$ cat src/rtl/fsq_pkg.sv
package fsq_pkg;

    localparam logic [31:0] SEED_MAGIC      = 32'h5F3759DF;
    localparam logic [31:0] FP_HALF         = 32'h3F000000;
    localparam logic [31:0] FP_THREE_HALVES = 32'h3FC00000;
    localparam logic [31:0] CANON_NAN       = 32'h7FC00000;

    typedef struct packed {
        logic nan;
        logic inf;
        logic zero;
        logic sign;
    } t_spec;

    function automatic logic fp_is_nan(input logic [31:0] v);
        fp_is_nan = (v[30:23] == 8'hFF) && (v[22:0] != 23'd0);
    endfunction

    function automatic logic fp_is_inf(input logic [31:0] v);
        fp_is_inf = (v[30:23] == 8'hFF) && (v[22:0] == 23'd0);
    endfunction

    function automatic logic fp_is_zero(input logic [31:0] v);
        fp_is_zero = (v[30:0] == 31'd0);
    endfunction

    // leading zeros of a 24-bit mantissa, 24 when empty
    function automatic logic [4:0] lzc24(input logic [23:0] v);
        logic [4:0] n;
        logic       found;
        n     = 5'd24;
        found = 1'b0;
        for (int i = 23; i >= 0; i--) begin
            if (!found && v[i]) begin
                n     = 5'(23 - i);
                found = 1'b1;
            end
        end
        lzc24 = n;
    endfunction

    // leading zeros of a 28-bit sum, 28 when empty
    function automatic logic [4:0] lzc28(input logic [27:0] v);
        logic [4:0] n;
        logic       found;
        n     = 5'd28;
        found = 1'b0;
        for (int i = 27; i >= 0; i--) begin
            if (!found && v[i]) begin
                n     = 5'(27 - i);
                found = 1'b1;
            end
        end
        lzc28 = n;
    endfunction

endpackage

$ cat src/rtl/fsq_mul.sv
// binary32 multiply, round to nearest even, subnormals kept; three stages
module fsq_mul (
    input  logic        i_clk,
    input  logic [2:0]  i_en,
    input  logic [31:0] i_a,
    input  logic [31:0] i_b,
    output logic [31:0] o_p
);
    import fsq_pkg::*;

    // exponent (signed, 10 bits) and normalised mantissa (24 bits)
    function automatic logic [33:0] unpack(input logic [31:0] v);
        logic [23:0]        ma;
        logic [4:0]         lz;
        logic signed [9:0]  e;
        ma = {|v[30:23], v[22:0]};
        lz = lzc24(ma);
        e  = ((v[30:23] == 8'd0) ? 10'sd1 : signed'({2'b00, v[30:23]}))
             - signed'({5'b00000, lz});
        unpack = {e, ma << lz};
    endfunction

    logic [33:0]        ua, ub;
    t_spec              n_spec;

    logic [23:0]        r_s1_ma, r_s1_mb;
    logic signed [9:0]  r_s1_ea, r_s1_eb;
    t_spec              r_s1_spec;

    logic [47:0]        r_s2_p;
    logic signed [10:0] r_s2_e;
    t_spec              r_s2_spec;

    logic [31:0]        r_s3_p;

    logic [47:0]        m, m2;
    logic signed [10:0] e;
    logic [6:0]         sh;
    logic               lost, inc;
    logic [7:0]         expf;
    logic [30:0]        mag;
    logic [31:0]        n_res;

    always_comb begin
        ua          = unpack(i_a);
        ub          = unpack(i_b);
        n_spec.nan  = fp_is_nan(i_a) || fp_is_nan(i_b)
                      || (fp_is_inf(i_a) && fp_is_zero(i_b))
                      || (fp_is_zero(i_a) && fp_is_inf(i_b));
        n_spec.inf  = fp_is_inf(i_a) || fp_is_inf(i_b);
        n_spec.zero = fp_is_zero(i_a) || fp_is_zero(i_b);
        n_spec.sign = i_a[31] ^ i_b[31];
    end

    always_ff @(posedge i_clk) begin
        if (i_en[0]) begin
            r_s1_ma   <= ua[23:0];
            r_s1_mb   <= ub[23:0];
            r_s1_ea   <= signed'(ua[33:24]);
            r_s1_eb   <= signed'(ub[33:24]);
            r_s1_spec <= n_spec;
        end
        if (i_en[1]) begin
            r_s2_p    <= {24'd0, r_s1_ma} * {24'd0, r_s1_mb};
            r_s2_e    <= 11'(r_s1_ea) + 11'(r_s1_eb) - 11'sd127;
            r_s2_spec <= r_s1_spec;
        end
        if (i_en[2]) begin
            r_s3_p <= n_res;
        end
    end

    always_comb begin
        if (r_s2_p[47]) begin
            m = r_s2_p;
            e = r_s2_e + 11'sd1;
        end else begin
            m = r_s2_p << 1;
            e = r_s2_e;
        end
        // below the normal range: denormalise before rounding
        if (e >= 11'sd1)       sh = 7'd0;
        else if (e < -11'sd47) sh = 7'd48;
        else                   sh = 7'(11'sd1 - e);
        m2   = m >> sh;
        lost = |(m & ~({48{1'b1}} << sh));
        expf = (e >= 11'sd1) ? e[7:0] : 8'd0;
        inc  = m2[23] & ((|m2[22:0]) | lost | m2[24]);
        mag  = {expf, m2[46:24]} + {30'd0, inc};
        if (r_s2_spec.nan)
            n_res = CANON_NAN;
        else if (r_s2_spec.inf || e >= 11'sd255)
            n_res = {r_s2_spec.sign, 8'hFF, 23'd0};
        else if (r_s2_spec.zero)
            n_res = {r_s2_spec.sign, 31'd0};
        else
            n_res = {r_s2_spec.sign, mag};
    end

    assign o_p = r_s3_p;

endmodule

$ cat config.mk
export PLATFORM = sky130hd
export DESIGN_NAME = fsq_mul
export DESIGN_NICKNAME = d
export VERILOG_FILES = /design/src/rtl/fsq_pkg.sv /design/src/rtl/fsq_mul.sv
export SDC_FILE = /design/constraint.sdc
export NUM_CORES = 2
export LEC_CHECK = 0
export BUFFER_PORTS_ARGS = -buffer_cell sky130_fd_sc_hd__buf_4
export CAP_MARGIN = 10
export CORE_AREA = 2 2 284 286
export DETAILED_ROUTE_END_ITERATION = 12
export DIE_AREA = 0 0 286 288
export MAX_ROUTING_LAYER = met4
export PLACE_DENSITY = 0.69
export SYNTH_ARGS = -nofsm -noshare
export SYNTH_HDL_FRONTEND = slang
export SYNTH_SLANG_ARGS = --single-unit
$ cat constraint.sdc
create_clock -name i_clk -period 7.9 [get_ports i_clk]
set_clock_uncertainty 0.2 [all_clocks]
set_input_delay 0.79 -clock i_clk [delete_from_list [all_inputs] [get_ports i_clk]]
set_output_delay 0.79 -clock i_clk [all_outputs]
set_load 0.02 [all_outputs]
# After elaboration in Yosys (flattened, before gate mapping)
# Cells that the tools add are included.
# W data, S select, Z words.
[word_totals]
reg_bits = 165
latch_bits = 0
ram_bits = 0
romBits = 0
input_bits = 68
out_inout_bits = 32
word_cells = 261
n_memories = 0
[op_classes]
n_addsub = 7
mul = 1
div_mod_pow = 0
magnitude_cmp = 3
n_eq_ne = 2
n_shift = 4
n_mux = 103
bitwise_logic = 6
reduce_logical = 118
[ops]
columns = ["op", "n"]
rows = [
  ["$mux W5", 48],
  ["$logic_not A31 Y1", 2],
  ["$logic_and A1 B1 Y1", 52],
  ["$and A48 B48 Y48", 1],
  ["$mul A24 B24 Y48", 1],
  ["$mux W48", 1],
  ["$not A48 Y48", 1],
  ["$reduce_or A48 Y1", 1],
  ["$shl A24 B5 Y24", 2],
  ["$shl A48 B7 Y48 const A", 1],
  ["$shr A48 B7 Y47", 1],
  ["$logic_not A1 Y1", 46],
  ["$logic_not A23 Y1", 2],
  ["$mux W1", 46],
  ["$reduce_bool A23 Y1", 2],
  ["$add A31 B1 Y31", 1],
  ["$mux W31", 1],
  ["$mux W8", 3],
  ["$mux W23", 1],
  ["$reduce_or A23 Y1", 1],
  ["$sub A8 B5 Y9", 2],
  ["$eq A8 B8 Y1 const B", 2],
  ["$logic_not A8 Y1", 2],
  ["$reduce_or A8 Y1", 2],
  ["other kinds (15)", 22],
]

# Longest topological paths before layout
[depth]
word_depth = 72
depth_mapped = 30
mapped_depth_nobuf = 29

# Worst setup path before layout
# OpenSTA, ideal clock, no wires.
[synth_path]
path_kind = "register to register"
start = "register r_s1_ma[10]"
end = "register r_s2_p[46] (data pin)"
setup_time_ps = 258
t_arrival_ps = 7214
t_required_ps = 7442
setup_slack_ps = 229
path_stages_with_launch = 29
n_path_buf = 1
synth_period_minus_slack_ps = 7671
cell_sequence = "edfxtp_1 clkbuf_1 nand2_1 fa_1 fa_1 inv_1 fa_1 inv_1 fa_1 inv_1 fa_1 fa_1 inv_1 fa_1 inv_1 ha_1 a21o_1 a21o_1 a21oi_1 and2_1 a21bo_2 o211a_1 o211ai_1 a31oi_1 o21ai_0 or4b_2 a31o_2 a21oi_1 xnor2_1"
[synth_via]
elab_chain_len = 1
[synth_rtl]
columns = ["element", "line", "source"]
rows = [
  ["start: declaration", "fsq_mul.sv:26", "logic [23:0] r_s1_ma, r_s1_mb;"],
  ["start signal: assignment", "fsq_mul.sv:57", "r_s1_ma <= ua[23:0];"],
  ["$mul A24 B24 Y48", "fsq_mul.sv:64", "r_s2_p <= {24'd0, r_s1_ma} * {24'd0, r_s1_mb};"],
  ["end signal: assignment", "fsq_mul.sv:64", ""],
  ["end: declaration", "fsq_mul.sv:30", "logic [47:0] r_s2_p;"],
]
# No other way between the ends.
# A chain may end at the register's enable or synchronous reset.

# Worst setup path after layout
[layout_path]
start = "register r_s1_ma[5]"
end = "register r_s2_p[46] (data pin)"
# Same word-level chain as after synthesis.

==> summary.md <==
| Metric | Value |
|---|---|
| Die Ht | `288 um` |
| # clock sinks | `165` |
| Avg Inst Size Synth | `8.95 um2` |
| Most frequent cells in the layout | `inv_1 (598), fa_1 (476), nand2_1 (462), and2_1 (291), buf_4 (243)` |
| Vias per cell | `5.52` |
| Worst setup SP type | `register` |
| Final Cycle Share | `0.974` |
| Placed insts | `4780` |
| DIE AREA | `82400 um2` |
| Maxcap violations | `0` |
| Total global-route track usage | `0.235` |
| Die Wd | `286 um` |
| Final Hold Vio Count | `0` |
| Fin nets | `4520` |
| Syn nets | `4436` |
| DR WL/cell | `19.0 um` |
| Normalized max-slew margin | `0.194` |
| Met2 Wirelength | `42800 um` |
| Measured slew at the worst slew-check pin | `1.18 ns` |
| Initial antenna violation count | `0` |
| Clk_lat worst skew | `0.47 ns` |
| Initial DRC Count | `2177` |
| Finished Layout Cells | `4843` |
| Ys Warns | `0` |
| Crit path kind | `register to register` |
| Critical path endpoint category | `register` |
| Post-synth cell types | `113` |
| Status | `complete, no violations` |
| Post-DP HPWL | `74800 um` |
| CTS Buf Count | `17` |
| Smallest hold slack | `0.222 ns` |
| Post-Syn Instances | `3686` |
| Commonest non-fill, non-tap cell in the layout | `inv_1` |
| Largest net degree at the start of global routing | `71` |
| Worst R2R Setup Slack | `0.20 ns` |
| Met3 wire length | `5900 um` |
| Grt ovf | `0` |
| Worst path arrival time | `7.72 ns` |
| Critical path's largest stage delay | `0.57 ns` |
| Post-synth EDFFs | `165` |
| Worst path required time | `7.93 ns` |
| CTS tree | `done` |
| Placer Congestion | `0.991` |
| I/O pin cnt | `100` |
| Total Wirelength | `92200 um` |
| H-tree depth | `4` |
| Drc violations | `0` |
| Synthesis-stage register bit count | `165` |
| Metal-1 WL | `40600 um` |
| Setup violators final | `0` |
| Max clock buf depth | `2` |
| Core area | `79600 um2` |
| Ys flop type | `edfxtp_1` |
| Top layer in use | `met4` |
| Starting Density | `0.414` |
| Synth async-reset ratio | `0` |
| Fmax | `130 MHz` |
| Root buf cell | `clkbuf_16` |
| Post-cts hold buffer count | `0` |
| CP max stage cell | `fa_1` |
| Filler Cell Count | `7616` |
| First-pass GRT wire length | `151000 um` |
| Synthesized area | `33000 um2` |
| Min-delay worst type | `register to register` |
| Post-layout min period | `7.70 ns` |
| Crit path max fanout | `9` |
| Share of cells above drive strength 1 | `0.109` |
| FP Rows | `104` |
| Via count | `26742` |
| Sequential-to-total area share from yosys stat | `0.150` |
| ANT nets after route | `0` |
| DRT Pass-1 Iters | `6` |
| Clk slew on worst S/H paths | `0.07 ns` |
| P&R area growth vs syn | `9.98%` |
| Final slew viol count | `0` |
| Most used cell, CP | `fa_1` |
| Vias in the first global route | `27322` |
| Setup TNS | `0 ns` |
| IO buf count | `99` |
| Ant. Diodes | `0` |
## repair_timing
action / CTS / global route
resized for setup: 2 / 54
pin swaps: 2 / 29
endpoints found under the setup margin: 1 / 8
buffers inserted: 3 / 28
gates cloned: 0 / 0
## per-stage QoR
stage	setup slack, ns	instance area [um2]	utilization
4_1_cts	0.0248	35900	0.451
3_3_place_gp	0.0907	35300	0.443
6_report	0.203	36300	0.456
3_5_place_dp	-0.0322	35300	0.443
2_1_floorplan	0.229	33000	-
5_1_grt	-0.0669	36300	0.456
## cells in the mapped netlist, types with 29 or more instances
| library cell | number | area, um2 |
|---|---|---|
| a21o_1 | 40 | 300 |
| o21ai_0 | 71 | 355 |
| nor3_1 | 60 | 300 |
| edfxtp_1 | 165 | 4950 |
| o211ai_1 | 36 | 270 |
| xor2_1 | 42 | 368 |
| clkbuf_1 | 154 | 578 |
| ha_1 | 199 | 2490 |
| inv_1 | 598 | 2240 |
| nand3_1 | 61 | 305 |
| fa_1 | 483 | 9670 |
| and2_1 | 297 | 1860 |
| nor4_1 | 35 | 219 |
| a211oi_1 | 29 | 218 |
| mux2i_1 | 157 | 1570 |
| nor2_1 | 176 | 661 |
| a21oi_1 | 136 | 681 |
| nand2_1 | 463 | 1740 |
| xnor2_1 | 64 | 561 |
## worst max-delay path: cells and delay by family, from the launching register on
family / cells / cell delay [ns]
buffers and inverters: 5 / 0.56
flip-flops: 1 / 0.43
adder cells (fa/ha/maj): 8 / 3.93
AND/OR/NAND/NOR: 2 / 0.68
AO/OA/AOI/OAI: 9 / 1.59
XOR/XNOR: 1 / 0.07
## final timing paths
check | startpoint | endpoint | cells after the start
worst min register to register | r_s1_spec[1] | r_s2_spec[1] | 0
worst min-delay path | r_s1_spec[1] | r_s2_spec[1] | 0
worst max-delay path | r_s1_ma[5] | r_s2_p[46] | 25
worst max register to register | r_s1_ma[5] | r_s2_p[46] | 25
## kinds of logic after synthesis
group / Yosys count / synth area share
compound gates: 528 / 0.111
xor+xnor: 109 / 0.0298
fa+ha+maj: 683 / 0.369
buf+inv: 795 / 0.0929
flops: 165 / 0.150
mux: 191 / 0.0634
simple gates: 1215 / 0.184
## flip-flops by register name, indices dropped and copies added (netlist names)
signal	cells
r_s1_mb	24
r_s1_eb	9
r_s1_ea	9
r_s2_e	11
r_s2_p	48
r_s2_spec	4
r_s1_ma	24
r_s1_spec	4
o_p	32
## layer usage
metal	GRT usage	vias up
met5	-	-
met4	0.0721	0
met3	0.0322	193
met2	0.371	993
met1	0.314	13297
li1	-	12259
## layout make-up
| class | instances | area [um2] | share of cell area |
|---|---|---|---|
| Clock inverter | 15 | 175 | 0.00483 |
| Inverter | 603 | 2260 | 0.0624 |
| Multi-Input combinational cell | 2726 | 25200 | 0.694 |
| Sequential cell | 165 | 4950 | 0.137 |
| Timing Repair Buffer | 257 | 1960 | 0.0541 |
| Tap cell | 1060 | 1330 | 0.0366 |
| Clock buffer | 17 | 425 | 0.0117 |
Power is not shown: default switching activity piles up to over one toggle a cycle in this logic, so the estimate is an artifact.
