--- config.mk ---
export PLATFORM = sky130hd
export DESIGN_NAME = fsq_add
export DESIGN_NICKNAME = d
export VERILOG_FILES = /design/src/rtl/fsq_pkg.sv /design/src/rtl/fsq_add.sv
export SDC_FILE = /design/constraint.sdc
export NUM_CORES = 1
export LEC_CHECK = 0
export ABC_AREA = 1
export ABC_CLOCK_PERIOD_IN_PS = 8400
export BUFFER_PORTS_ARGS = -buffer_cell sky130_fd_sc_hd__buf_4
export CELL_PAD_IN_SITES_DETAIL_PLACEMENT = 0
export CELL_PAD_IN_SITES_GLOBAL_PLACEMENT = 2
export CORE_MARGIN = 1.5
export CORE_UTILIZATION = 35
export DETAILED_ROUTE_END_ITERATION = 6
export PLACE_DENSITY = 0.84
export SYNTH_ARGS = -nofsm -noshare
export SYNTH_HDL_FRONTEND = slang
export SYNTH_SLANG_ARGS = --single-unit
--- constraint.sdc ---
create_clock -name i_clk -period 8.4 [get_ports i_clk]
set_clock_uncertainty 0.15 [all_clocks]
set_input_delay 0.42 -clock i_clk [delete_from_list [all_inputs] [get_ports i_clk]]
set_output_delay 0.42 -clock i_clk [all_outputs]
set_load 0.01 [all_outputs]
--- src/rtl/fsq_pkg.sv ---
package fsq_pkg;

    localparam logic [31:0] SEED_MAGIC      = 32'h5F3759DF;
    localparam logic [31:0] FP_HALF         = 32'h3F000000;
    localparam logic [31:0] FP_THREE_HALVES = 32'h3FC00000;
    localparam logic [31:0] CANON_NAN       = 32'h7FC00000;

    typedef struct packed {
        logic nan;
        logic inf;
        logic zero;
        logic sign;
    } t_spec;

    function automatic logic fp_is_nan(input logic [31:0] v);
        fp_is_nan = (v[30:23] == 8'hFF) && (v[22:0] != 23'd0);
    endfunction

    function automatic logic fp_is_inf(input logic [31:0] v);
        fp_is_inf = (v[30:23] == 8'hFF) && (v[22:0] == 23'd0);
    endfunction

    function automatic logic fp_is_zero(input logic [31:0] v);
        fp_is_zero = (v[30:0] == 31'd0);
    endfunction

    // leading zeros of a 24-bit mantissa, 24 when empty
    function automatic logic [4:0] lzc24(input logic [23:0] v);
        logic [4:0] n;
        logic       found;
        n     = 5'd24;
        found = 1'b0;
        for (int i = 23; i >= 0; i--) begin
            if (!found && v[i]) begin
                n     = 5'(23 - i);
                found = 1'b1;
            end
        end
        lzc24 = n;
    endfunction

    // leading zeros of a 28-bit sum, 28 when empty
    function automatic logic [4:0] lzc28(input logic [27:0] v);
        logic [4:0] n;
        logic       found;
        n     = 5'd28;
        found = 1'b0;
        for (int i = 27; i >= 0; i--) begin
            if (!found && v[i]) begin
                n     = 5'(27 - i);
                found = 1'b1;
            end
        end
        lzc28 = n;
    endfunction

endpackage

--- src/rtl/fsq_add.sv ---
// binary32 add, round to nearest even, subnormals kept; three stages
module fsq_add (
    input  logic        i_clk,
    input  logic [2:0]  i_en,
    input  logic [31:0] i_a,
    input  logic [31:0] i_b,
    output logic [31:0] o_s
);
    import fsq_pkg::*;

    logic [31:0] big, lit;
    logic [7:0]  el, es, d;
    logic [23:0] ml, ms;
    logic [26:0] ext, al;
    t_spec       n_spec;

    logic [26:0] r_s1_ml, r_s1_al;
    logic [7:0]  r_s1_el;
    logic        r_s1_sub, r_s1_sign, r_s1_neg0;
    t_spec       r_s1_spec;

    logic [27:0] r_s2_sum;
    logic [4:0]  r_s2_lz;
    logic [7:0]  r_s2_el;
    logic        r_s2_sign, r_s2_neg0;
    t_spec       r_s2_spec;

    logic [31:0] r_s3_s;

    logic [27:0] n_sum;
    logic [26:0] nrm;
    logic [4:0]  s;
    logic [8:0]  e;
    logic [7:0]  expf;
    logic        inc;
    logic [30:0] mag;
    logic [31:0] n_res;

    always_comb begin
        if (i_a[30:0] >= i_b[30:0]) begin
            big = i_a;
            lit = i_b;
        end else begin
            big = i_b;
            lit = i_a;
        end
        el  = (big[30:23] == 8'd0) ? 8'd1 : big[30:23];
        es  = (lit[30:23] == 8'd0) ? 8'd1 : lit[30:23];
        ml  = {|big[30:23], big[22:0]};
        ms  = {|lit[30:23], lit[22:0]};
        d   = el - es;
        ext = {ms, 3'b000};
        // align, folding shifted-out bits into sticky
        if (d >= 8'd27) begin
            al = {26'd0, |ms};
        end else begin
            al    = ext >> d;
            al[0] = al[0] | (|(ext & ~({27{1'b1}} << d)));
        end
        n_spec.nan  = fp_is_nan(i_a) || fp_is_nan(i_b)
                      || (fp_is_inf(i_a) && fp_is_inf(i_b) && (i_a[31] != i_b[31]));
        n_spec.inf  = fp_is_inf(i_a) || fp_is_inf(i_b);
        n_spec.zero = 1'b0;
        n_spec.sign = fp_is_inf(i_a) ? i_a[31] : i_b[31];
    end

    assign n_sum = r_s1_sub ? ({1'b0, r_s1_ml} - {1'b0, r_s1_al})
                            : ({1'b0, r_s1_ml} + {1'b0, r_s1_al});

    always_ff @(posedge i_clk) begin
        if (i_en[0]) begin
            r_s1_ml   <= {ml, 3'b000};
            r_s1_al   <= al;
            r_s1_el   <= el;
            r_s1_sub  <= i_a[31] ^ i_b[31];
            r_s1_sign <= big[31];
            r_s1_neg0 <= i_a[31] & i_b[31];
            r_s1_spec <= n_spec;
        end
        if (i_en[1]) begin
            r_s2_sum  <= n_sum;
            r_s2_lz   <= lzc28(n_sum);
            r_s2_el   <= r_s1_el;
            r_s2_sign <= r_s1_sign;
            r_s2_neg0 <= r_s1_neg0;
            r_s2_spec <= r_s1_spec;
        end
        if (i_en[2]) begin
            r_s3_s <= n_res;
        end
    end

    always_comb begin
        s = 5'd0;
        if (r_s2_lz == 5'd0) begin
            nrm = {r_s2_sum[27:2], r_s2_sum[1] | r_s2_sum[0]};
            e   = {1'b0, r_s2_el} + 9'd1;
        end else begin
            s = r_s2_lz - 5'd1;
            // stop at the subnormal boundary
            if ({3'b000, s} >= r_s2_el) s = 5'(r_s2_el - 8'd1);
            nrm = r_s2_sum[26:0] << s;
            e   = {1'b0, r_s2_el} - {4'b0000, s};
        end
        expf = nrm[26] ? e[7:0] : 8'd0;
        inc  = nrm[2] & (nrm[1] | nrm[0] | nrm[3]);
        mag  = {expf, nrm[25:3]} + {30'd0, inc};
        if (r_s2_spec.nan)
            n_res = CANON_NAN;
        else if (r_s2_spec.inf)
            n_res = {r_s2_spec.sign, 8'hFF, 23'd0};
        else if (r_s2_lz == 5'd28)
            n_res = {r_s2_neg0, 31'd0};
        else if (e >= 9'd255)
            n_res = {r_s2_sign, 8'hFF, 23'd0};
        else
            n_res = {r_s2_sign, mag};
    end

    assign o_s = r_s3_s;

endmodule

### Yosys cells after proc, flatten, opt, wreduce, memory -nomap -nowiden

Index checks and enable logic that the tools add are counted.

| storage, ports and cells | value |
|---|---|
| register bits | 143 |
| latch bits | 0 |
| bits in writable memories | 0 |
| bits in read-only memories | 0 |
| logic and storage cells | 227 |
| memories kept | 0 |

| operators by class | value |
|---|---|
| add/subtract/negate cells | 8 |
| $mul | 0 |
| divide/modulo/power cells | 0 |
| magnitude comparators | 4 |
| equal/unequal tests | 4 |
| shift operators | 3 |
| multiplexer cells | 96 |
| bitwise logic cells | 9 |
| reduce and logical (&&, ||, !) cells | 79 |

Operators by type and width:

| kind | count |
|---|---|
| $mux W32 | 3 |
| $mux W5 | 18 |
| $mux W31 | 2 |
| $mux W1 | 57 |
| $logic_not A23 Y1 | 2 |
| $reduce_bool A23 Y1 | 2 |
| $logic_and A1 B1 Y1 | 33 |
| $mux W4 | 8 |
| $add A31 B1 Y31 | 1 |
| $ge A31 B31 Y1 | 1 |
| $reduce_or A31 Y1 | 1 |
| $add A27 B27 Y28 | 1 |
| $mux W28 | 1 |
| $sub A27 B27 Y28 | 1 |
| $and A27 B27 Y27 | 1 |
| $logic_not A1 Y1 | 27 |
| $mux W27 | 1 |
| $not A27 Y27 | 1 |
| $reduce_or A27 Y1 | 1 |
| $shl A27 B5 Y27 | 1 |
| $shl A27 B8 Y27 const A | 1 |
| $shr A27 B8 Y27 | 1 |
| $mux W8 | 3 |
| $eq A8 B8 Y1 const B | 2 |
| other kinds (21) | 33 |

### Depth between registers and ports, before layout

Gate-level depths: netlist (run 1).

| depth | value |
|---|---|
| word-level depth | 111 |
| depth in mapped cells | 43 |
| mapped depth without buffers | 40 |

### Least setup slack after synthesis (run 1)

OpenSTA, ideal clock, no wires.

| path | value |
|---|---|
| kind | input -> register |
| from | input i_b[22] |
| to | register r_s1_al[0], data pin |
| setup time | 264 ps |
| arrival time | 5,527 ps |
| data required time | 7,986 ps |
| setup slack | 2,460 ps |
| stages | 36 |
| buffers on the path | 5 |
| path through | inv_1 ha_1 nand2_1 nor2_1 inv_1 nor4_1 a31oi_1 o21ai_0 a21oi_1 o211ai_2 buf_2 clkbuf_1 buf_2 nand2_1 o21ai_0 nor4_1 a21oi_1 ha_1 inv_1 fa_1 nand2_1 inv_1 o21ai_0 nand2_1 a21oi_1 o21ai_0 xnor2_1 nand3_1 clkbuf_1 clkbuf_1 a21oi_1 a21oi_1 nor4_1 nand4_1 nor2_1 nand3_1 |

| on the way | value |
|---|---|
| cells in the longest elaborated chain, start to end | 11 |
| elaborated cells on any way between the ends | 18 |
| classes of those cells | add/sub (1); order compare (2); shift (2); mux (5); bitwise (3); reduce/logical (5) |

RTL lines:

| element | line | RTL |
|---|---|---|
| start, declared | fsq_add.sv:6 | `input logic [31:0] i_b,` |
| $ge A31 B31 Y1 * | fsq_add.sv:40 | `if (i_a[30:0] >= i_b[30:0]) begin` |
| $mux W32 * | fsq_add.sv:40 |  |
| $logic_not A8 Y1 | fsq_add.sv:47 | `el = (big[30:23] == 8'd0) ? 8'd1 : big[30:23];` |
| $mux W8 * | fsq_add.sv:47 |  |
| named net el[4] | fsq_add.sv:12 | `logic [7:0] el, es, d;` |
| $sub A8 B8 Y8 * | fsq_add.sv:51 | `d = el - es;` |
| $shl A27 B8 Y27 | fsq_add.sv:58 | `al[0] = al[0] \| (\|(ext & ~({27{1'b1}} << d)));` |
| $not A27 Y27 | fsq_add.sv:58 |  |
| $and A27 B27 Y27 | fsq_add.sv:58 |  |
| $reduce_or A27 Y1 | fsq_add.sv:58 |  |
| $or A1 B1 Y1 | fsq_add.sv:58 |  |
| $mux W1 * | fsq_add.sv:54 | `if (d >= 8'd27) begin` |
| named net al[0] | fsq_add.sv:14 | `logic [26:0] ext, al;` |
| end signal, assigned | fsq_add.sv:73 | `r_s1_al <= al;` |
| end, declared | fsq_add.sv:17 | `logic [26:0] r_s1_ml, r_s1_al;` |

Mark *: on every way through the listed nets, which the timed path passes. The rest lies on a longest branch.
A chain may end at the register's enable or synchronous reset.

### Final worst setup path (run 1)

| path | value |
|---|---|
| from | input i_b[22] |
| to | register r_s1_al[0], data pin |

| on the way | value |
|---|---|
| cells in the longest elaborated chain, start to end | 11 |
| elaborated cells on any way between the ends | 18 |
| classes of those cells | add/sub (1); order compare (2); shift (2); mux (5); bitwise (3); reduce/logical (5) |

RTL lines:

| element | line |
|---|---|
| $ge A31 B31 Y1 | fsq_add.sv:40 |
| $mux W32 or $mux W31 (tied branches) | fsq_add.sv:40 |
| $logic_not A8 Y1, on equally long branches | fsq_add.sv:47, fsq_add.sv:48 |
| $mux W8, on equally long branches | fsq_add.sv:47, fsq_add.sv:48 |
| $sub A8 B8 Y8 | fsq_add.sv:51 |
| $shl A27 B8 Y27 | fsq_add.sv:58 |
| $not A27 Y27 | fsq_add.sv:58 |
| $and A27 B27 Y27 | fsq_add.sv:58 |
| $reduce_or A27 Y1 | fsq_add.sv:58 |
| $or A1 B1 Y1 | fsq_add.sv:58 |
| $mux W1 * | fsq_add.sv:54 |
| named net al[0] | fsq_add.sv:14 |

Marked as above.

==> results.toml, run 1 <==
[drt]
vias = 15629
drt_iter0_drc = 1227
routed_wl_um = 56500
wire_per_inst_um = 18.7
dr.pass1.iters = 5
viasPerCell = 5.18
drtAntennaViolNets = 0
drc_errors = 0

[critical_path]
cp_max_fo = 46
critPathMaxStageDelay_ns = 0.74
cp-end-kind = "flop"
critical_path_class = "in -> reg"
cp.required_ns = 8.45
start_kind = "input pin"
crit_slowest_cell = "o211ai_4"
cp_common_cell = "nand2_1"
crit_arrival_ns = 6.77

[synth]
post_synth_instance_area_um2 = 15400
yosys_warnings = 0
synth.distinct_cells = 71
synth.net_count = 2534
netlist_instances = 2356
syn_avg_cell_area_um2 = 6.54
synth_top_area_cell = "edfxtp_1"
yosys-top-cells-area = "edfxtp_1, nand2_1, ha_1, inv_1, o21ai_0"
yosysSeqAreaShare_pct = 27.9
synth-main-ff-cell = "edfxtp_1"
synth_edf_count = 143
synth_top_area_share_pct = 27.9
synthArstFlopShare_pct = 0
ys_seq_elements = 143

[clocking]
post_cts_buffers = 0
clk_path_buf_depth = 2
clock-sinks = 143
cts_tree = "done"
clkLatencyLatePin_ns = 0.46
hold_buffers = 0
ctsHtreeMaxLevel = 4
cts_root_buffer = "clkbuf_16"
cts_repair_resize_count = 0
cts_made_buffers = 17
clk_pin_slew_ns = 0.07

[timing]
slew-limit-headroom_pct = 31.8
holdWs_ns = 0.127
tightest_slew_ns = 1.02
min_period_ns = 6.71
post-route-period-util_pct = 79.9
slew_violations = 0
rsz0062_at_grt = "false"
hold_viol = 0
layout_setup_ws_ns = 1.69
max_freq_mhz = 149
tns_ns = 0
setup_viol = 0

[die]
dieArea_um2 = 45300
io_pins = 100
placementRows = 76
core_um2 = 43300
die_x_um = 213
initial_utilization_pct = 35.6
die_y_um = 213

[pwr]
p_switching_mw = 2.59
cellPowerDensity_nw_per_um2 = 280
intPower_mw = 2.22
ir_drop_mv = 0.142
sequentialPowerShare_pct = 21.1
p_sw_share_pct = 53.9
p_comb_share_pct = 64.4
power.share.clock_pct = 14.5
power_leakage_nw = 8.00

[layout]
fin_cells = 3016
drive_above_1_share_pct = 9.63
n_antenna_cell = 0
nets = 2596
area_growth_pct = 11.5

[global_route]
antenna_found_initial = 0
track_usage_pct = 25.5
grt_first_pass_wirelength_um = 86400
grt_start_max_net_pins = 81
overflow = 0
first_global_vias = 15040

[placed_design]
dp_hpwl_um = 47400
gp_congestion = 0.944
post-place-ws_ns = 1.29
place_inst = 2984
portBuffers = 99

[status]
status = "finished clean"

[min_path]
hp-class = "in -> reg"

[run]
maxCapViolations = 0
## cells in the final DEF, fill, tap and decap left out, drive strengths merged, types with 4 or more instances in the layout
cell	n
nand4	61
clkbuf	19
a211oi	4
nand3	132
o21a	10
nor4	13
mux2i	6
buf	116
o211ai	14
or2	21
xor2	31
a31oi	11
clkinvlp	5
o21ai	229
nor2	246
nor3	34
o31ai	4
ha	107
o21bai	13
a21oi	144
nand2	668
edfxtp	143
inv	349
clkinv	8
o22ai	7
## power groups by stage
| stage | Combinational [mW] | Clock [mW] | Sequential (mW) |
|---|---|---|---|
| 2_1_floorplan | 2.17 | 0 | 1.01 |
| 3_3_place_gp | 3.08 | 0 | 1.03 |
| 3_5_place_dp | 3.06 | 0 | 1.03 |
| 4_1_cts | 3.07 | 0.712 | 1.02 |
| 5_1_grt | 3.46 | 0.733 | 1.03 |
| 6_report | 3.10 | 0.697 | 1.01 |
## worst paths after layout
kind,start,to,slack [ns],cells after the start
min reg2reg,r_s1_el[7],r_s2_el[7],0.28,0
max reg2reg,r_s2_lz[0],o_s[22],1.78,37
max,i_b[22],r_s1_al[0],1.69,39
min,i_b[31],r_s1_neg0,0.13,2
## synthesized netlist by cell type (10+ instances only)
| library cell | instances |
|---|---|
| nand2_1 | 661 |
| inv_1 | 336 |
| nor2_1 | 228 |
| o21ai_0 | 180 |
| edfxtp_1 | 143 |
| a21oi_1 | 142 |
| nand3_1 | 127 |
| ha_1 | 107 |
| nand4_1 | 60 |
| clkbuf_1 | 38 |
| o21ai_1 | 35 |
| xor2_1 | 31 |
| nor3_1 | 30 |
| or2_2 | 16 |
| buf_2 | 15 |
| nor2_2 | 14 |
| nor4_1 | 13 |
| o211ai_1 | 13 |
| o21ai_2 | 13 |
| o21bai_1 | 13 |
| a31oi_1 | 11 |
| o21a_1 | 10 |
## flip-flops by register name (all words and copies together) (netlist names)
register,count
r_s2_sum,28
r_s1_sub,1
r_s2_lz,5
r_s1_sign,1
r_s1_al,27
r_s2_el,8
r_s1_spec,3
r_s1_neg0,1
r_s1_el,8
r_s2_sign,1
r_s2_spec,3
r_s1_ml,24
r_s2_neg0,1
o_s,32
## critical path, delay by kind of cell
| family | cells | cell delay, ns |
|---|---|---|
| and+or+nand+nor | 19 | 2.79 |
| adders and majority gates | 3 | 0.81 |
| xor gates and xnor gates | 1 | 0.15 |
| AOI/OAI and AO/OA | 9 | 1.79 |
| buffers and inverters | 7 | 0.79 |
## per-layer routing
layer | vias to the layer above | wire length [um] | global-route usage [%]
met3 | 91 | 2300 | 2.90
met5 | - | 0 | 0
met4 | 0 | 2650 | 12.4
met2 | 424 | 26700 | 43.6
li1 | 7909 | - | -
met1 | 7205 | 24800 | 31.9
## cell families (layout without fill, tap and decap cells)
| group | count (synthesis) | count (layout) | share of synthesized area, % |
|---|---|---|---|
| DFF | 143 | 143 | 27.9 |
| AOI/OAI and AO/OA | 457 | 457 | 16.9 |
| muxes | 8 | 8 | 0.536 |
| xor gates and xnor gates | 33 | 33 | 1.88 |
| buffers and inverters | 422 | 497 | 10.9 |
| and+or+nand+nor | 1183 | 1183 | 32.9 |
| adders and majority gates | 110 | 110 | 9.08 |
## per-stage QoR
stage               utilization (%)  cell area [um^2]  power [mW]
floorplan                         -             15400        3.18
global placement               38.5             16700        4.11
detailed placement             38.5             16700        4.09
global route                   39.7             17200        5.22
CTS                            39.7             17200        4.80
finish                         39.7             17200        4.81
## layout make-up
type                       count  area [um^2]
clock buffer                  19          433
clock inverter                13         92.6
fill                        4740        26100
inverter                     349         1320
multi-input combinational   1791         9440
sequential                   143         4290
tap                          585          732
timing repair buffer         116          871
Power figures use the tool's default switching activity.
==> run 2: changes to the inputs <==
==> config.mk (replaced) <==
export PLATFORM = sky130hd
export DESIGN_NAME = fsq_add
export DESIGN_NICKNAME = d
export VERILOG_FILES = /design/src/rtl/fsq_pkg.sv /design/src/rtl/fsq_add.sv
export SDC_FILE = /design/constraint.sdc
export NUM_CORES = 1
export LEC_CHECK = 0
export ABC_AREA = 0
export ABC_CLOCK_PERIOD_IN_PS = 5900
export BUFFER_PORTS_ARGS = -buffer_cell sky130_fd_sc_hd__buf_4
export CELL_PAD_IN_SITES_DETAIL_PLACEMENT = 0
export CELL_PAD_IN_SITES_GLOBAL_PLACEMENT = 2
export CORE_MARGIN = 1.5
export CORE_UTILIZATION = 36
export DETAILED_ROUTE_END_ITERATION = 6
export PLACE_DENSITY = 0.81
export SYNTH_ARGS = -nofsm -noshare
export SYNTH_HDL_FRONTEND = slang
export SYNTH_SLANG_ARGS = --single-unit
==> constraint.sdc (replaced) <==
create_clock -name i_clk -period 5.9 [get_ports i_clk]
set_clock_uncertainty 0.15 [all_clocks]
set_input_delay 0.295 -clock i_clk [delete_from_list [all_inputs] [get_ports i_clk]]
set_output_delay 0.295 -clock i_clk [all_outputs]
set_load 0.01 [all_outputs]
==> run 2 against run 1 <==
Against the previous run: sequential power is 53% higher; die area is 8.9% higher; sequential share of layout area is 3.3 points lower; register-to-register slack worse by 1.4 ns; critical endpoint unchanged; power is 57% higher; largest cell class unchanged; worst hold slack worse by 0.052 ns; via count is 6.5% higher; first-iteration DRC count is 8.7% higher; area after synthesis is 12% higher; critical path type unchanged; final area is 15% higher; non-clock buffer count is 96 higher.
==> results.toml, run 2 <==
[timing]
post-route-period-util_pct = 95.0
setup_viol = 0
slew_violations = 0
max_freq_mhz = 178
tightest_slew_ns = 0.976
min_period_ns = 5.61
hold_viol = 0
rsz0062_at_grt = "false"
slew-limit-headroom_pct = 34.9

[critical_path]
critPathMaxStageDelay_ns = 0.50
cp_common_cell = "buf_4"
cp.required_ns = 5.95
critical_path_class = "in -> reg"
crit_slowest_cell = "or4_4"
cpLargestDelayFamily = "simple AND/OR/NAND/NOR gates"
cp_max_fo = 11
start_kind = "input pin"
crit_buf_inv = 5
crit_arrival_ns = 5.66
cp-end-kind = "flop"

[global_route]
overflow = 0
grt_first_pass_wirelength_um = 97800
first_global_vias = 16312
antenna_found_initial = 0
track_usage_pct = 25.8
grt_start_max_net_pins = 83

[drt]
wire_per_inst_um = 23.4
viasPerCell = 6.08
dr.pass1.iters = 7
drtAntennaViolNets = 0
drc_errors = 0
drt_iter0_drc = 1334
routed_wl_um = 64100
vias = 16638

[clocking]
ctsHtreeMaxLevel = 4
cts_tree = "done"
cts_made_buffers = 17
clk_pin_slew_ns = 0.06
clkLatencyLatePin_ns = 0.46
clock-sinks = 143
clk_path_buf_depth = 2
cts_root_buffer = "clkbuf_16"

[synth]
synth-main-ff-cell = "edfxtp_1"
synthArstFlopShare_pct = 0
yosysSeqAreaShare_pct = 24.9
synth.net_count = 2184
synth_top_area_cell = "edfxtp_1"
synth_top_area_share_pct = 24.9
ys_seq_elements = 143
netlist_instances = 2006
post_synth_instance_area_um2 = 17300
synth_common_cells = "nor2_1, nand2_1, a21oi_1"
syn_avg_cell_area_um2 = 8.61
synth_edf_count = 143
yosysMostFrequentCell = "nor2_1"
synth.distinct_cells = 113
yosys-top-cells-area = "edfxtp_1, mux2i_1, ha_1, mux4_2, a21oi_1"
yosys_warnings = 0

[layout]
area_growth_pct = 14.6
multi_input_area_um2 = 12100
n_antenna_cell = 0
nFillCells = 4774
final_common_cell = "buf_4"
fin_util_pct = 41.6
drive_above_1_share_pct = 20.0
nets = 2288
mostFrequentLayoutCells = "buf_4, nor2_1, nand2_1"
seqCellArea_um2 = 4290
largest_reg_flops = 32
fin_cells = 2738

[die]
placementRows = 80
io_pins = 100
core_um2 = 47500
die_y_um = 222
dieArea_um2 = 49300
initial_utilization_pct = 36.3
die_x_um = 222

[placed_design]
place_inst = 2700
dp_hpwl_um = 50300
gp_congestion = 0.984
portBuffers = 99

[status]
status = "finished clean"

[pwr]
power_leakage_nw = 7.92
cellPowerDensity_nw_per_um2 = 382
ir_drop_mv = 0.205

[run]
maxCapViolations = 0

[min_path]
hp-class = "in -> reg"
==> run 2: through the flow <==
| step | hold WS, ns | setup TNS (ns) | power (mW) | setup WS, ns | instance area, um^2 |
|---|---|---|---|---|---|
| after global placement | 0.251 | -0.0357 | 6.36 | -0.0357 | 19100 |
| after CTS | 0.0422 | 0 | 7.48 | 0.255 | 19700 |
| final | 0.0744 | 0 | 7.56 | 0.294 | 19800 |
| after detailed placement | 0.255 | -0.0976 | 6.37 | -0.0976 | 19100 |
| after floorplan | 0.250 | -0.00897 | 4.80 | -0.00897 | 17500 |
| after global routing | 0.0633 | 0 | 8.00 | 0.0106 | 19800 |
==> run 2: path summary, 6_finish.rpt <==
| kind | from | endpoint | slack, ns | depth (start not counted) |
|---|---|---|---|---|
| setup / recovery | i_b[2] | r_s1_al[0] | 0.29 | 28 |
| hold / removal | i_b[30] | r_s1_el[7] | 0.07 | 2 |
| setup reg to reg | r_s2_lz[1] | o_s[28] | 0.39 | 25 |
| hold reg to reg | r_s1_spec[0] | r_s2_spec[0] | 0.26 | 0 |
==> run 2: cell families after synthesis <==
group / count (synthesis) / synth area share [%]
and+or+nand+nor: 677 / 19.7
AOI/OAI and AO/OA: 529 / 20.6
buffers and inverters: 244 / 6.22
muxes: 240 / 17.2
DFF: 143 / 24.9
adders and majority gates: 110 / 8.10
xor gates and xnor gates: 63 / 3.32
==> run 2: area by class of cell <==
type	count	area share (%)
multi-input cells	1619	61.0
inverters	117	2.26
repair buffers	212	8.16
flip-flops and latches	143	21.7
clock buffers	18	2.17
well taps	615	3.89
clock inverters	14	0.790
==> run 2: power by group <==
group,total (mW),switching (mW),internal (mW),leakage [nW]
Sequential,1.55,0.232,1.32,1.39
Clock,1.08,0.453,0.629,0.287
Combinational,4.92,3.00,1.93,6.24
Total,7.56,3.68,3.87,7.92
==> run 2: routing by layer <==
layer	track usage [%]	wire (um)
met5	0	0
met2	44.1	31200
met1	31.2	26300
met3	2.86	2750
met4	15.6	3900
==> run 2: repair_timing <==
item	in CTS	in global routing
setup buffers	0	3
gates resized for setup	0	7
setup endpoints to repair	0	3
hold buffers	3	0
endpoints found under the hold margin	3	0
